## config.mk

```make
export PLATFORM = sky130hd
export DESIGN_NAME = binomial_coefficient_flat
export DESIGN_NICKNAME = d
export VERILOG_FILES = /design/src/rtl/core/bc_pkg.sv /design/src/rtl/core/bc_channels.sv /design/src/rtl/core/bc_datapath.sv /design/src/rtl/core/bc_ctrl.sv /design/src/rtl/core/binomial_coefficient.sv /design/src/flat_wrapper.sv
export SDC_FILE = /design/constraint.sdc
export NUM_CORES = 1
export LEC_CHECK = 0
export BUFFER_PORTS_ARGS = -buffer_cell sky130_fd_sc_hd__buf_2
export CAP_MARGIN = 5
export CORE_ASPECT_RATIO = 1.5
export CORE_MARGIN = 2
export CORE_UTILIZATION = 45
export DETAILED_ROUTE_END_ITERATION = 8
export SYNTH_ARGS = -nofsm -noshare
export SYNTH_HDL_FRONTEND = slang
export SYNTH_SLANG_ARGS = --single-unit
```

## constraint.sdc

```tcl
create_clock -name clock -period 15.94 [get_ports clock]
set_input_delay 3.188 -clock clock [delete_from_list [all_inputs] [get_ports clock]]
set_output_delay 3.188 -clock clock [all_outputs]
set_load 0.005 [all_outputs]
```

## src/rtl/core/bc_pkg.sv

```systemverilog
// Shared types and constants for the binomial coefficient unit.
`timescale 1ns / 1ps

package bc_pkg;

   // Widths of the transaction fields
   localparam int ARG_W     = 7;
   localparam int COEF_BITS = 64;

   // Defaults for the top-level parameters
   localparam int ARG_BITS_DEF    = 7;
   localparam int RESULT_BITS_DEF = 64;

   // Result status codes
   typedef enum logic [1:0] {
      ST_OK       = 2'd0,
      ST_K_GT_N   = 2'd1,
      ST_OVERFLOW = 2'd2
   } bc_status_type;

   // Sequencer states
   typedef enum logic [2:0] {
      S_IDLE,
      S_SETUP,
      S_MUL,
      S_DIV,
      S_CHECK,
      S_DONE
   } bc_state_type;

   // Datapath operations issued by the sequencer
   typedef enum logic [2:0] {
      OP_NONE,
      OP_LOAD,
      OP_SETUP,
      OP_MUL,
      OP_DIV,
      OP_CHECK
   } bc_op_type;

   // Datapath flags seen by the sequencer
   typedef struct packed {
      logic k_gt_n;
      logic k_eff_zero;
      logic div_last;
      logic quo_over;
      logic i_last;
   } bc_flags_type;

endpackage

```

## src/rtl/core/bc_channels.sv

```systemverilog
// Valid/ready channel interfaces for request and response transactions.
`timescale 1ns / 1ps

interface bc_req_if import bc_pkg::*; ();
   logic             valid;
   logic             ready;
   logic [ARG_W-1:0] n_total;
   logic [ARG_W-1:0] k_chosen;

   modport source (output valid, output n_total, output k_chosen, input ready);
   modport sink   (input valid, input n_total, input k_chosen, output ready);
endinterface

interface bc_rsp_if import bc_pkg::*; ();
   logic                 valid;
   logic                 ready;
   logic [COEF_BITS-1:0] coefficient;
   bc_status_type        status;

   modport source (output valid, output coefficient, output status, input ready);
   modport sink   (input valid, input coefficient, input status, output ready);
endinterface

```

## src/rtl/core/bc_datapath.sv

```systemverilog
// Datapath: accumulator, product register and shared radix-2 divider.
`timescale 1ns / 1ps

module bc_datapath import bc_pkg::*; #(
   parameter int ARG_BITS    = ARG_BITS_DEF,
   parameter int RESULT_BITS = RESULT_BITS_DEF
) (
   input  logic                 clock,
   input  bc_op_type            op,
   input  logic [ARG_BITS-1:0]  n_in,
   input  logic [ARG_BITS-1:0]  k_in,
   output bc_flags_type         flags,
   output logic [COEF_BITS-1:0] res_coef,
   output bc_status_type        res_status
);

   localparam int PROD_BITS = RESULT_BITS + ARG_BITS;
   localparam int CNT_BITS  = $clog2(PROD_BITS);

   logic [ARG_BITS-1:0]    n_ff, k_ff, i_ff, rem_ff;
   logic [RESULT_BITS-1:0] acc_ff;
   logic [PROD_BITS-1:0]   dvd_ff;
   logic [CNT_BITS-1:0]    cnt_ff;
   logic [COEF_BITS-1:0]   coef_ff;
   bc_status_type          status_ff;

   logic [ARG_BITS-1:0]    k_eff, m_val, rem_next;
   logic [PROD_BITS-1:0]   prod;
   logic [ARG_BITS:0]      rem_sh, diff;
   logic                   fits;
   logic [RESULT_BITS-1:0] res_max;

   // Reflect k to n-k when k exceeds n/2
   assign k_eff = (k_ff > (n_ff >> 1)) ? (n_ff - k_ff) : k_ff;

   // Multiplier term n-k+i, never above n
   assign m_val = n_ff - k_ff + i_ff;
   assign prod  = PROD_BITS'(acc_ff) * PROD_BITS'(m_val);

   // One restoring division step, quotient bits shift into the dividend
   assign rem_sh   = {rem_ff, dvd_ff[PROD_BITS-1]};
   assign diff     = rem_sh - {1'b0, i_ff};
   assign fits     = ~diff[ARG_BITS];
   assign rem_next = fits ? diff[ARG_BITS-1:0] : rem_sh[ARG_BITS-1:0];

   assign res_max = {RESULT_BITS{1'b1}};

   // Flags for the sequencer
   always_comb begin
      flags.k_gt_n     = k_ff > n_ff;
      flags.k_eff_zero = k_eff == '0;
      flags.div_last   = cnt_ff == CNT_BITS'(PROD_BITS - 1);
      flags.quo_over   = |dvd_ff[PROD_BITS-1:RESULT_BITS];
      flags.i_last     = i_ff == k_ff;
   end

   // Datapath registers, driven by the current operation
   always_ff @(posedge clock) begin
      case (op)
         OP_LOAD: begin
            n_ff <= n_in;
            k_ff <= k_in;
         end
         OP_SETUP: begin
            k_ff   <= k_eff;
            i_ff   <= ARG_BITS'(1);
            acc_ff <= RESULT_BITS'(1);
            if (k_ff > n_ff) begin
               coef_ff   <= '0;
               status_ff <= ST_K_GT_N;
            end else begin
               coef_ff   <= COEF_BITS'(1);
               status_ff <= ST_OK;
            end
         end
         OP_MUL: begin
            dvd_ff <= prod;
            rem_ff <= '0;
            cnt_ff <= '0;
         end
         OP_DIV: begin
            dvd_ff <= {dvd_ff[PROD_BITS-2:0], fits};
            rem_ff <= rem_next;
            cnt_ff <= cnt_ff + CNT_BITS'(1);
         end
         OP_CHECK: begin
            if (|dvd_ff[PROD_BITS-1:RESULT_BITS]) begin
               coef_ff   <= COEF_BITS'(res_max);
               status_ff <= ST_OVERFLOW;
            end else begin
               acc_ff    <= dvd_ff[RESULT_BITS-1:0];
               coef_ff   <= COEF_BITS'(dvd_ff[RESULT_BITS-1:0]);
               status_ff <= ST_OK;
            end
            i_ff <= i_ff + ARG_BITS'(1);
         end
         default: begin
         end
      endcase
   end

   assign res_coef   = coef_ff;
   assign res_status = status_ff;

endmodule

```

## src/rtl/core/bc_ctrl.sv

```systemverilog
// Sequencer: steps the datapath through multiply and divide rounds.
`timescale 1ns / 1ps

module bc_ctrl import bc_pkg::*; (
   input  logic         clock,
   input  logic         reset,
   input  logic         req_valid,
   input  logic         rsp_free,
   input  bc_flags_type flags,
   output logic         req_ready,
   output logic         rsp_load,
   output bc_op_type    op
);

   bc_state_type state_ff, state_in;

   // State register
   always_ff @(posedge clock) begin
      if (reset) begin
         state_ff <= S_IDLE;
      end else begin
         state_ff <= state_in;
      end
   end

   // Next state
   always_comb begin
      state_in = state_ff;
      case (state_ff)
         S_IDLE: begin
            if (req_valid) state_in = S_SETUP;
         end
         S_SETUP: begin
            if (flags.k_gt_n || flags.k_eff_zero) state_in = S_DONE;
            else state_in = S_MUL;
         end
         S_MUL: begin
            state_in = S_DIV;
         end
         S_DIV: begin
            if (flags.div_last) state_in = S_CHECK;
         end
         S_CHECK: begin
            if (flags.quo_over || flags.i_last) state_in = S_DONE;
            else state_in = S_MUL;
         end
         S_DONE: begin
            if (rsp_free) state_in = S_IDLE;
         end
         default: begin
            state_in = S_IDLE;
         end
      endcase
   end

   // Outputs
   always_comb begin
      req_ready = 1'b0;
      rsp_load  = 1'b0;
      op        = OP_NONE;
      case (state_ff)
         S_IDLE: begin
            req_ready = 1'b1;
            if (req_valid) op = OP_LOAD;
         end
         S_SETUP: begin
            op = OP_SETUP;
         end
         S_MUL: begin
            op = OP_MUL;
         end
         S_DIV: begin
            op = OP_DIV;
         end
         S_CHECK: begin
            op = OP_CHECK;
         end
         S_DONE: begin
            rsp_load = rsp_free;
         end
         default: begin
         end
      endcase
   end

endmodule

```

## src/rtl/core/binomial_coefficient.sv

```systemverilog
// Binomial coefficient unit: C(n,k) by the exact multiplicative formula.
//
// Request channel req_ch carries n_total and k_chosen; response channel rsp_ch
// carries coefficient and status (ok, k exceeds n, overflow). Both are
// valid/ready; a transaction moves on a clock edge with valid and ready high.
// One request is worked at a time. k is reflected to n-k when it exceeds n/2,
// then rounds run, each a multiply of the accumulator by n-k+i and an exact
// radix-2 restoring division by i, one quotient bit per cycle in a shared
// divider. The number of rounds run is r: k' (the reflected k), or fewer when
// the quotient passes RESULT_BITS bits and the rounds end early with overflow.
// No rounds run when k is zero, equal to n, or above n; at the default widths
// r never exceeds 34. The next request is accepted at the earliest in the
// cycle after the response is loaded. The response sits in an output
// register, so a new request is taken while a finished response still
// waits; a stalled receiver only holds the sequencer at its last step until
// that register frees up.
// Synchronous reset returns the sequencer to idle and empties the response
// register; no clearing pass is needed.
`timescale 1ns / 1ps

module binomial_coefficient import bc_pkg::*; #(
   parameter int ARG_BITS    = ARG_BITS_DEF,
   parameter int RESULT_BITS = RESULT_BITS_DEF
) (
   input logic      clock,
   input logic      reset,
   bc_req_if.sink   req_ch,
   bc_rsp_if.source rsp_ch
);

   bc_flags_type         flags;
   bc_op_type            op;
   logic                 rsp_load, rsp_free;
   logic [COEF_BITS-1:0] res_coef;
   bc_status_type        res_status;

   logic                 rsp_valid_ff, rsp_valid_in;
   logic [COEF_BITS-1:0] rsp_coef_ff;
   bc_status_type        rsp_status_ff;

   bc_ctrl u_ctrl (
      .clock     (clock),
      .reset     (reset),
      .req_valid (req_ch.valid),
      .rsp_free  (rsp_free),
      .flags     (flags),
      .req_ready (req_ch.ready),
      .rsp_load  (rsp_load),
      .op        (op)
   );

   // Input bits above ARG_BITS are dropped
   bc_datapath #(
      .ARG_BITS    (ARG_BITS),
      .RESULT_BITS (RESULT_BITS)
   ) u_datapath (
      .clock      (clock),
      .op         (op),
      .n_in       (ARG_BITS'(req_ch.n_total)),
      .k_in       (ARG_BITS'(req_ch.k_chosen)),
      .flags      (flags),
      .res_coef   (res_coef),
      .res_status (res_status)
   );

   // Response output register
   assign rsp_free = ~rsp_valid_ff | rsp_ch.ready;

   always_comb begin
      rsp_valid_in = rsp_valid_ff;
      if (rsp_load) rsp_valid_in = 1'b1;
      else if (rsp_ch.ready) rsp_valid_in = 1'b0;
   end

   always_ff @(posedge clock) begin
      if (reset) begin
         rsp_valid_ff <= 1'b0;
      end else begin
         rsp_valid_ff <= rsp_valid_in;
      end
   end

   always_ff @(posedge clock) begin
      if (rsp_load) begin
         rsp_coef_ff   <= res_coef;
         rsp_status_ff <= res_status;
      end
   end

   assign rsp_ch.valid       = rsp_valid_ff;
   assign rsp_ch.coefficient = rsp_coef_ff;
   assign rsp_ch.status      = rsp_status_ff;

`ifndef SYNTHESIS
   // Not ready in the cycle after taking a request
   a_busy_after_accept: assert property (@(posedge clock) disable iff (reset)
      (req_ch.valid && req_ch.ready) |=> !req_ch.ready)
      else $error("request taken while still busy");

   // k above n gives zero
   a_k_gt_n_zero: assert property (@(posedge clock) disable iff (reset)
      (rsp_ch.valid && rsp_ch.status == ST_K_GT_N) |-> rsp_ch.coefficient == '0)
      else $error("k above n with nonzero coefficient");

   // Overflow saturates to all ones of RESULT_BITS
   a_overflow_sat: assert property (@(posedge clock) disable iff (reset)
      (rsp_ch.valid && rsp_ch.status == ST_OVERFLOW) |->
      rsp_ch.coefficient == COEF_BITS'({RESULT_BITS{1'b1}}))
      else $error("overflow without saturated coefficient");

   // A valid coefficient is at least one
   a_ok_nonzero: assert property (@(posedge clock) disable iff (reset)
      (rsp_ch.valid && rsp_ch.status == ST_OK) |-> rsp_ch.coefficient != '0)
      else $error("zero coefficient reported as ok");
`endif

endmodule

```

## src/flat_wrapper.sv

```systemverilog
// flat-port wrapper written by rule: the top's interface ports become plain ports
module binomial_coefficient_flat import bc_pkg::*;
#(
   parameter int ARG_BITS    = ARG_BITS_DEF,
   parameter int RESULT_BITS = RESULT_BITS_DEF
)
  (clock, reset, req_ch_valid, req_ch_n_total, req_ch_k_chosen, req_ch_ready, rsp_ch_valid, rsp_ch_coefficient, rsp_ch_status, rsp_ch_ready);
  bc_req_if req_ch_i ();
  bc_rsp_if rsp_ch_i ();
  input logic clock;
  input logic reset;
  input wire logic [$bits(req_ch_i.valid)-1:0] req_ch_valid;
  input wire logic [$bits(req_ch_i.n_total)-1:0] req_ch_n_total;
  input wire logic [$bits(req_ch_i.k_chosen)-1:0] req_ch_k_chosen;
  output wire logic [$bits(req_ch_i.ready)-1:0] req_ch_ready;
  output wire logic [$bits(rsp_ch_i.valid)-1:0] rsp_ch_valid;
  output wire logic [$bits(rsp_ch_i.coefficient)-1:0] rsp_ch_coefficient;
  output wire logic [$bits(rsp_ch_i.status)-1:0] rsp_ch_status;
  input wire logic [$bits(rsp_ch_i.ready)-1:0] rsp_ch_ready;
  assign req_ch_i.valid = req_ch_valid;
  assign req_ch_i.n_total = req_ch_n_total;
  assign req_ch_i.k_chosen = req_ch_k_chosen;
  assign req_ch_ready = req_ch_i.ready;
  assign rsp_ch_valid = rsp_ch_i.valid;
  assign rsp_ch_coefficient = rsp_ch_i.coefficient;
  assign rsp_ch_status = rsp_ch_i.status;
  assign rsp_ch_i.ready = rsp_ch_ready;
  binomial_coefficient #(.ARG_BITS(ARG_BITS), .RESULT_BITS(RESULT_BITS)) u_core (.clock(clock), .reset(reset), .req_ch(req_ch_i), .rsp_ch(rsp_ch_i));
endmodule
```

==> reports/results.tsv, run 1 <==
metric	value	unit
# port buffers	85	
Total GRT Usage	21.52	%
# Post-CTS Setup Buffers	0	
main area contributors after synthesis	edfxtp_1 33%, fa_1 23%, inv_1 8.0%	
Required @ worst endpoint	16.23	ns
Largest stage delay, worst path	0.57	ns
Layout area overhead	8.621	%
crit path max fanout	64	
post-detailed-route wirelength per cell	17.71	um
Mapped Nets	3260	
initial core utilization	45.51	%
final cell count without fillers	3650	
H-tree levels	2	
critical path startpoint category	register	
number of global-route vias before repair	20820	
DR iter-0 viols	885	
grt met2 use	40.67	%
Worst Clk Skew	0.02839	ns
cell family with most CP delay	compound AO/OA/AOI/OAI gates	
Top Usage Layer GRT	met2	
quantity of gates resized following cts	0	
Finished Cell Area	29730	um2
synthesized cell area	27370	um2
Slew @ Worst Pin	1.146	ns
Vias	19030	
Min Hold Slack	0.4178	ns
syn avg cell area	9.734	um2
Worst Hold Class	register to register	
Hold Vio Cnt, Final	0	
DR vias/cell	5.214	
grt ovf	0	
CTS Hold Bufs	0	
Clock transition at path regs	0.07	ns
initial antenna violation count	1	
WP buf/inv	6	
Skew-Pair Late Insertion Delay	0.57	ns
dpl hpwl	47630	um
endpoint class of the critical path	register	
Unique masters post-synth	71	
Worst R2R End	u_core.u_datapath.dvd_ff[48]$_DFFE_PP_	
async set-reset flop share out of synthesis	0	%
Setup Crit Path Kind	register to register	
Area after DPL	28550	um2
HP Start	u_core.u_datapath.res_coef[47]$_SDFFCE_PP0P_	
Max Root-Sink Buffers	3	
maximum clock frequency	0.1156	GHz
internal reg-to-reg setup slack	7.29	ns
post-synthesis instance total	2812	
DRC errors left	0	
Synth top area share	33.13	%
met3 usage	2.423	%
Final min period	8.648	ns
critical path's slowest cell	buf_4	
Crit path top cell by count	inv_1	
YS warnings	0	
Initial DRT Pass Iterations	5	
TNS Setup	0	ns
Final period util	54.25	%
flops & latches, synth	306	
die height	306.1	um
launch point of the worst reg-to-reg path	u_core.u_datapath.k_ff[1]$_DFFE_PP_	
final WL	64650	um
cts bufs inserted	34	
Slew Limit Fails	0	
Final Setup Violations	0	
clk sinks	306	
met1 Use GR	24.48	%
Hold Path Stages	0	
count leader, synth	inv_1	
RSZ-0062 raised after global routing	false	
EDFF count, synth	302	
Die ar.	62860	um2
r2r worst-path depth	33	
Relative slew margins	23.61	%
IO Count	86	
Final nets	3290	
DRT antenna net count	0	
top_reg_cell synth	edfxtp_1	
Final GP Congestion	0.9145	
clock root buffer master	clkbuf_16	
first-pass GRT wire length	106700	um
FP Rows	110	
Worst Hold End	u_core.rsp_ch.coefficient[47]$_DFFE_PP_	
share of cells above drive strength 1	8.659	%
cell taking the most area after synthesis	edfxtp_1	
CTS tree	yes	
Fill cells	5610	
placed cell count	3590	
max-cap viol count	0	
most frequent cells after synthesis	582 x inv_1, 312 x fa_1, 309 x nand2_1	
die width	205.4	um
outcome	complete, no violations	
critical path arrival	8.94	ns
core area	60150	um2
largest net degree at the start of global routing	67	
fraction of the yosys area taken by sequential cells	33.42	%
worst register-to-register path: cells and delay by family (launching register included):
family | cells | cell delay [ns]
AOI/OAI and AO/OA | 13 | 2.94
DFF | 1 | 0.43
adders and majority gates | 7 | 2.91
buffers and inverters | 6 | 0.88
xor gates and xnor gates | 2 | 0.35
and+or+nand+nor | 5 | 0.86
cell usage in the layout, fill, tap and decap left out, drive strengths merged, types with 6 or more instances in the layout:
cell,Yosys,layout
nand3,21,21
nor4,8,8
nand4,27,27
and3,8,8
clkbuf,91,39
nor3,15,15
nand2,309,309
a211oi,12,12
a21o,44,44
nand2b,69,69
inv,582,584
nor2b,15,15
buf,18,103
ha,118,118
mux2i,9,9
fa,312,312
nor2,114,114
xor2,31,31
clkinv,0,8
o21a,6,6
edfxtp,302,302
o21bai,22,22
a21oi,143,143
xnor2,62,62
or2,64,64
o21ai,76,76
o31ai,7,7
bufinv,0,7
and2,251,251
a31oi,14,14
logic make-up (layout without fill, tap and decap cells):
family / count (synthesis) / count (layout) / synth area share [%]
simple gates: 921 / 921 / 17.13
compound gates: 362 / 362 / 8.287
xor+xnor: 93 / 93 / 2.976
other cells: 0 / 2 / 0
fa+ha+maj: 430 / 430 / 28.21
flops: 306 / 306 / 33.42
buf+inv: 691 / 743 / 9.640
mux: 9 / 9 / 0.3291
final cells by class:
type                            count  area, um2  area share [%]
Antenna cell                        2      5.005         0.01683
Clock buffer                       39      890.9           2.996
Clock inverter                     19      281.5          0.9468
Inverter                          582       2185           7.348
Multi-Input combinational cell   1815      15680           52.74
Sequential cell                   306       9149           30.77
Tap cell                          784      980.9           3.299
Timing Repair Buffer              103      560.5           1.885
flip-flops by register name (all words and copies together) (netlist names):
register                      cells
u_core.rsp_ch.status              2
u_core.rsp_ch.valid               1
u_core.u_datapath.k_ff            7
u_core.u_datapath.dvd_ff         71
u_core.u_datapath.n_ff            7
u_core.u_datapath.i_ff            7
u_core.u_datapath.cnt_ff          7
u_core.rsp_ch.coefficient        64
u_core.u_datapath.acc_ff         64
u_core.u_ctrl.state_ff            3
u_core.u_datapath.res_status      2
u_core.u_datapath.rem_ff          7
u_core.u_datapath.res_coef       64
per-layer routing:
| metal | up-vias | wire length, um |
|---|---|---|
| li1 | 8893 | - |
| met1 | 9609 | 24960 |
| met2 | 395 | 35240 |
| met3 | 135 | 2026 |
| met4 | 0 | 2419 |
| met5 | - | 0 |
worst max path at each step:
stage	slack (ns)	to	cells past startpoint	startpoint
CTS	7.32	u_core.u_datapath.dvd_ff[54]$_DFFE_PP_	33	u_core.u_datapath.k_ff[1]$_DFFE_PP_
finish	7.29	u_core.u_datapath.dvd_ff[48]$_DFFE_PP_	33	u_core.u_datapath.k_ff[1]$_DFFE_PP_
detailed placement	7.34	u_core.u_datapath.dvd_ff[58]$_DFFE_PP_	33	u_core.u_datapath.k_ff[1]$_DFFE_PP_
global route	6.57	u_core.u_datapath.dvd_ff[58]$_DFFE_PP_	33	u_core.u_datapath.k_ff[1]$_DFFE_PP_
global placement	7.57	u_core.u_datapath.dvd_ff[67]$_DFFE_PP_	32	u_core.u_datapath.k_ff[0]$_DFFE_PP_
floorplan	8.44	u_core.u_datapath.dvd_ff[70]$_DFFE_PP_	31	u_core.u_datapath.k_ff[0]$_DFFE_PP_
through the flow:
| stage | utilization (%) | setup slack, ns |
|---|---|---|
| after floorplan | - | 8.445 |
| after global placement | 47.48 | 7.569 |
| after detailed placement | 47.48 | 7.341 |
| after CTS | 49.43 | 7.324 |
| after global routing | 49.43 | 6.566 |
| final | 49.43 | 7.292 |
Power of run 1 is left out: the tool's default activity adds up to more than one toggle a clock period on the data nets, which glitch-free logic cannot reach.
==> inputs of run 2 (changes only) <==
--- a/config.mk
+++ b/config.mk
@@ -5,6 +5,7 @@
 export SDC_FILE = /design/constraint.sdc
 export NUM_CORES = 1
 export LEC_CHECK = 0
+export ABC_AREA = 1
 export BUFFER_PORTS_ARGS = -buffer_cell sky130_fd_sc_hd__buf_2
 export CAP_MARGIN = 5
 export CORE_ASPECT_RATIO = 1.5
==> constraint.sdc (replaced) <==
create_clock -name clock -period 7.1 [get_ports clock]
set_input_delay 1.42 -clock clock [delete_from_list [all_inputs] [get_ports clock]]
set_output_delay 1.42 -clock clock [all_outputs]
set_load 0.005 [all_outputs]
==> reports/results.tsv, run 2 <==
metric	value	unit	change
DR vias/cell	5.150		was 5.214
Max Root-Sink Buffers	3		unchanged
Layout area overhead	30.68	%	was 8.621%
Unique masters post-synth	50		was 71
failing checks	negative setup slack		
launch point of the worst reg-to-reg path	u_core.u_datapath.n_ff[0]$_DFFE_PN_		was u_core.u_datapath.k_ff[1]$_DFFE_PP_
cell taking the most area after synthesis	edfxtp_1		unchanged
Relative slew margins	29.99	%	was 23.61%
max-cap viol count	0		unchanged
Largest stage delay, worst path	0.53	ns	was 0.57 ns
Clock transition at path regs	0.06	ns	was 0.07 ns
CTS tree	yes		unchanged
Antenna diodes	0		was 2
post-detailed-route wirelength per cell	18.76	um	was 17.71 um
clock root buffer master	clkbuf_16		unchanged
Worst Clk Skew	0.02422	ns	was 0.02839 ns
synthesized cell area	28500	um2	was 27,370 um2
Initial DRT Pass Iterations	7		was 5
Required @ worst endpoint	7.38	ns	was 16.23 ns
r2r worst-path depth	42		was 33
initial core utilization	45.19	%	was 45.51%
die height	312.2	um	was 306.1 um
dpl hpwl	65720	um	was 47,630 um
placed cell count	4612		was 3,590
Worst Hold End	u_core.rsp_ch.coefficient[47]$_DFFE_PP_		unchanged
die width	209.5	um	was 205.4 um
most frequent cells in the layout	805 x inv_1, 538 x nand2_1, 337 x nor2_1, 337 x buf_4, 309 x fa_1		was 581 x inv_1, 311 x fa_1, 306 x nand2_1, 302 x edfxtp_1, 250 x and2_1
flops & latches, synth	306		unchanged
internal reg-to-reg setup slack	-0.09	ns	was 7.29 ns
Setup Crit Path Kind	register to register		unchanged
critical path startpoint category	register		unchanged
EDFF count, synth	302		unchanged
main area contributors after synthesis	edfxtp_1 32%, fa_1 22%, inv_1 12%		was edfxtp_1 33%, fa_1 23%, inv_1 8.0%
YS warnings	0		unchanged
core area	63060	um2	was 60,150 um2
CTS Hold Bufs	0		unchanged
DR iter-0 viols	1414		was 885
top_reg_cell synth	edfxtp_1		unchanged
H-tree levels	2		unchanged
outcome	finished with violations		was complete, no violations
most common cell after layout, fill and taps aside	inv_1		unchanged
Vias	24500		was 19,030
cts bufs inserted	34		unchanged
Min Hold Slack	0.4119	ns	was 0.4178 ns
max FFs per register	71		unchanged
HP Start	u_core.u_datapath.res_coef[47]$_SDFFCE_PP0P_		unchanged
Final Setup Violations	24		was 0
initial antenna violation count	1		unchanged
most frequent cells after synthesis	890 x inv_1, 635 x nand2_1, 467 x nor2_1		was 582 x inv_1, 312 x fa_1, 309 x nand2_1
Slew @ Worst Pin	1.046	ns	was 1.146 ns
clk sinks	306		unchanged
final WL	89250	um	was 64,650 um
Synth top area share	31.82	%	was 33.13%
Worst Hold Class	register to register		unchanged
grt ovf	0		unchanged
Largest Register	u_core.u_datapath.dvd_ff		unchanged
endpoint class of the critical path	register		unchanged
post-synthesis instance total	3491		was 2,812
Hold Vio Cnt, Final	0		unchanged
Total GRT Usage	27.36	%	was 21.52%
Die ar.	65400	um2	was 62,860 um2
Crit path top cell by count	inv_2		was inv_1
number of global-route vias before repair	25530		was 20,820
Slew Limit Fails	0		unchanged
Worst R2R End	u_core.u_datapath.dvd_ff[43]$_DFFE_PP_		was u_core.u_datapath.dvd_ff[48]$_DFFE_PP_
FP Rows	113		was 110
Skew-Pair Late Insertion Delay	0.58	ns	was 0.57 ns
DRT antenna net count	0		unchanged
Final period util	101.2	%	was 54.25%
# port buffers	85		unchanged
maximum clock frequency	0.1391	GHz	was 0.1156 GHz
IO Count	86		unchanged
Final GP Congestion	0.9977		was 0.9145
fraction of the yosys area taken by sequential cells	32.10	%	was 33.42%
Final nets	4378		was 3,290
setup slack after layout	-0.08711	ns	was 7.292 ns
DRC errors left	0		unchanged
Hold Path Stages	0		unchanged
first-pass GRT wire length	137500	um	was 106,700 um
Final min period	7.187	ns	was 8.648 ns
final cell count without fillers	4758		was 3,650
largest net degree at the start of global routing	87		was 67
critical path arrival	7.46	ns	was 8.94 ns
Mapped Nets	3939		was 3,260
async set-reset flop share out of synthesis	0	%	unchanged
count leader, synth	inv_1		unchanged
critical path's slowest cell	fa_2		was buf_4
syn avg cell area	8.163	um2	was 9.734 um2
crit path max fanout	5		was 64
share of cells above drive strength 1	28.69	%	was 8.659%
Critical Path Source	u_core.u_datapath.n_ff[0]$_DFFE_PN_		was u_core.u_datapath.k_ff[1]$_DFFE_PP_
Post-Place Worst Slack	-0.4451	ns	was 7.341 ns
RSZ-0062 raised after global routing	true		was false
-- run 2: cell count changes in the layout (fill, tap and decap cells not counted), moves of 86 or more --
cell / delta
buf_4: +319
and2_1: -249
nand2_1: +232
inv_1: +224
nor2_1: +224
inv_2: +86
-- run 2: cell type report --
type	instances	area (um2)
Inverter	895	3367
Clock buffer	44	952.2
Fill cell	5587	25820
Multi-Input combinational cell	2208	18620
Clock inverter	15	152.6
Tap cell	805	1007
Timing Repair Buffer	485	3995
Sequential cell	306	9149
-- run 2: how the worst max path moves through the flow --
stage                     slack (ns)  cells after the start                                      to
after detailed placement       -0.45                     39  u_core.u_datapath.dvd_ff[46]$_DFFE_PP_
after CTS                      -0.05                     38  u_core.u_datapath.dvd_ff[55]$_DFFE_PP_
after floorplan                 0.59                     33  u_core.u_datapath.dvd_ff[50]$_DFFE_PP_
after global placement         -0.43                     37  u_core.u_datapath.dvd_ff[46]$_DFFE_PP_
after global routing           -0.37                     45  u_core.u_datapath.dvd_ff[67]$_DFFE_PP_
final                          -0.09                     42  u_core.u_datapath.dvd_ff[43]$_DFFE_PP_
-- run 2: worst max-delay path: cells and delay by family, from the launching register on --
family	cells	cell delay (ns)
buffers and inverters	15	1.21
and+or+nand+nor	15	1.63
xor gates and xnor gates	1	0.16
DFF	1	0.36
adders and majority gates	8	3.34
AOI/OAI and AO/OA	3	0.19
-- run 2: what timing repair did --
action	CTS	global route
setup endpoints to repair	54	60
buffers inserted	30	51
gates resized for setup	389	452
pin swaps	70	129
cloned	8	1
-- run 2: stage by stage --
step	util [%]	cell area [um2]	TNS [ns]
2_1_floorplan	-	28500	0
3_3_place_gp	50.99	32150	-7.870
3_5_place_dp	50.99	32150	-10.01
4_1_cts	55.70	35120	-0.1866
5_1_grt	59.06	37240	-15.59
6_report	59.06	37240	-0.7463
-- run 2: cells by family after synthesis --
logic type / synth area share [%]
buffers and inverters: 12.98
flip-flops: 32.10
AO/OA/AOI/OAI: 7.951
AND/OR/NAND/NOR: 19.16
adder cells (fa/ha/maj): 27.10
XOR/XNOR: 0.7069
-- run 2: metal layers --
metal,global-route usage [%],vias up,share of wire [%]
li1,-,11550,-
met1,30.72,12070,37
met2,50.49,647,53
met3,3.035,242,4.1
met4,15.02,0,6.0
met5,0,-,0
Power of run 2 is left out for the same reason.
==> inputs of run 3 (changes only) <==
--- a/config.mk
+++ b/config.mk
@@ -5,12 +5,13 @@
 export SDC_FILE = /design/constraint.sdc
 export NUM_CORES = 1
 export LEC_CHECK = 0
-export ABC_AREA = 1
+export ABC_AREA = 0
 export BUFFER_PORTS_ARGS = -buffer_cell sky130_fd_sc_hd__buf_2
 export CAP_MARGIN = 5
 export CORE_ASPECT_RATIO = 1.5
 export CORE_MARGIN = 2
 export CORE_UTILIZATION = 45
+export CTS_BUF_LIST = sky130_fd_sc_hd__clkbuf_16
 export DETAILED_ROUTE_END_ITERATION = 8
 export SYNTH_ARGS = -nofsm -noshare
 export SYNTH_HDL_FRONTEND = slang
==> reports/results.tsv, run 3 (synthesis results as in run 1) <==
metric	value	unit	change
outcome	finished with violations		unchanged
failing checks	negative setup slack		unchanged
largest net degree at the start of global routing	69		was 87
first-pass GRT wire length	117200	um	was 137,500 um
placed cell count	3857		was 4,612
TNS Setup	-14.35	ns	was -0.7463 ns
setup slack after layout	-0.5711	ns	was -0.08711 ns
crit path max fanout	5		unchanged
DR iter-0 viols	1054		was 1,414
Max Root-Sink Buffers	3		unchanged
cts bufs inserted	34		unchanged
DR vias/cell	5.206		was 5.150
grt ovf	0		unchanged
# port buffers	85		unchanged
most frequent cells in the layout	563 x inv_1, 309 x fa_1, 302 x edfxtp_1, 284 x nand2_1, 277 x buf_4		was 805 x inv_1, 538 x nand2_1, 337 x nor2_1, 337 x buf_4, 309 x fa_1
Clock transition at path regs	0.06	ns	about the same
IO Count	86		unchanged
Total GRT Usage	23.86	%	was 27.36%
core area	60150	um2	was 63,060 um2
DRT antenna net count	0		unchanged
Setup Crit Path Kind	register to register		unchanged
Final min period	7.671	ns	was 7.187 ns
clk sinks	306		unchanged
Worst Hold Class	register to register		unchanged
Hold Vio Cnt, Final	0		unchanged
endpoint class of the critical path	register		unchanged
Relative slew margins	20.64	%	was 29.99%
Final GP Congestion	0.9027		was 0.9977
initial core utilization	45.51	%	was 45.19%
Final nets	3602		was 4,378
Util after Layout	56.63	%	was 59.06%
Slew @ Worst Pin	1.190	ns	was 1.046 ns
CTS Hold Bufs	0		unchanged
Initial DRT Pass Iterations	7		unchanged
FP Rows	110		was 113
critical path startpoint category	register		unchanged
H-tree levels	2		unchanged
Worst Clk Skew	0.02095	ns	was 0.02422 ns
critical path arrival	7.95	ns	was 7.46 ns
share of cells above drive strength 1	26.17	%	was 28.69%
Die ar.	62860	um2	was 65,400 um2
max FFs per register	71		unchanged
number of global-route vias before repair	22670		was 25,530
critical path's slowest cell	fa_2		unchanged
Antenna diodes	0		unchanged
maximum clock frequency	0.1304	GHz	was 0.1391 GHz
initial antenna violation count	1		unchanged
Largest Register	u_core.u_datapath.dvd_ff		unchanged
clock root buffer master	clkbuf_16		unchanged
final WL	72950	um	was 89,250 um
most common cell after layout, fill and taps aside	inv_1		unchanged
max-cap viol count	0		unchanged
Slew Limit Fails	0		unchanged
DRC errors left	0		unchanged
die height	306.1	um	was 312.2 um
r2r worst-path depth	38		was 42
post-detailed-route wirelength per cell	18.41	um	was 18.76 um
Final period util	108.0	%	was 101.2%
Min Hold Slack	0.4168	ns	was 0.4119 ns
Largest stage delay, worst path	0.54	ns	was 0.53 ns
final cell count without fillers	3963		was 4,758
Layout area overhead	24.43	%	was 30.68%
dpl hpwl	53110	um	was 65,720 um
CTS tree	yes		unchanged
Required @ worst endpoint	7.38	ns	about the same
Vias	20630		was 24,500
die width	205.4	um	was 209.5 um
Crit path top cell by count	inv_2		unchanged
RSZ-0062 raised after global routing	true		unchanged
Hold Path Stages	0		unchanged
Skew-Pair Late Insertion Delay	0.58	ns	about the same
Final Setup Violations	44		was 24
run 3: final timing paths:
check                                                from                                      end  slack [ns]
max                   u_core.u_datapath.n_ff[0]$_DFFE_PN_   u_core.u_datapath.dvd_ff[43]$_DFFE_PP_       -0.57
min          u_core.u_datapath.res_coef[39]$_SDFFCE_PP0P_  u_core.rsp_ch.coefficient[39]$_DFFE_PP_        0.42
max reg2reg           u_core.u_datapath.n_ff[0]$_DFFE_PN_   u_core.u_datapath.dvd_ff[43]$_DFFE_PP_       -0.57
min reg2reg  u_core.u_datapath.res_coef[39]$_SDFFCE_PP0P_  u_core.rsp_ch.coefficient[39]$_DFFE_PP_        0.42
run 3: per-stage QoR:
stage	setup WS, ns	instance area [um2]
after detailed placement	-1.030	30840
final	-0.5711	34060
after global placement	-0.8936	30840
after global routing	-0.9440	34060
after CTS	-0.5992	33160
after floorplan	-0.1536	27540
run 3: metal layers:
layer | GRT usage (%) | vias up | share of wire, %
li1 | - | 9525 | -
met1 | 26.52 | 10470 | 37
met2 | 45.06 | 433 | 55
met3 | 2.721 | 208 | 3.0
met4 | 10.69 | 0 | 5.1
met5 | 0 | - | 0
run 3: final cells by class:
cell class	instances	area, um2
Multi-Input combinational cell	1815	17360
Clock inverter	27	236.5
Tap cell	784	980.9
Inverter	582	2185
Timing Repair Buffer	415	3294
Sequential cell	306	9149
Clock buffer	34	850.8
Fill cell	5188	26090
run 3: repair_timing:
action | 4_1_cts | 5_1_grt
gates resized for setup | 204 | 177
buffers inserted | 22 | 27
pin swaps | 35 | 69
endpoints found under the setup margin | 52 | 62
gates cloned | 4 | 0
run 3: worst max-delay path: cells and delay by family (launching register included):
| kind | cells | cell delay (ns) |
|---|---|---|
| DFF | 1 | 0.37 |
| AOI/OAI and AO/OA | 10 | 1.38 |
| xor gates and xnor gates | 3 | 0.60 |
| and+or+nand+nor | 4 | 0.40 |
| adders and majority gates | 8 | 3.39 |
| buffers and inverters | 13 | 1.20 |
Power of run 3 is left out for the same reason.
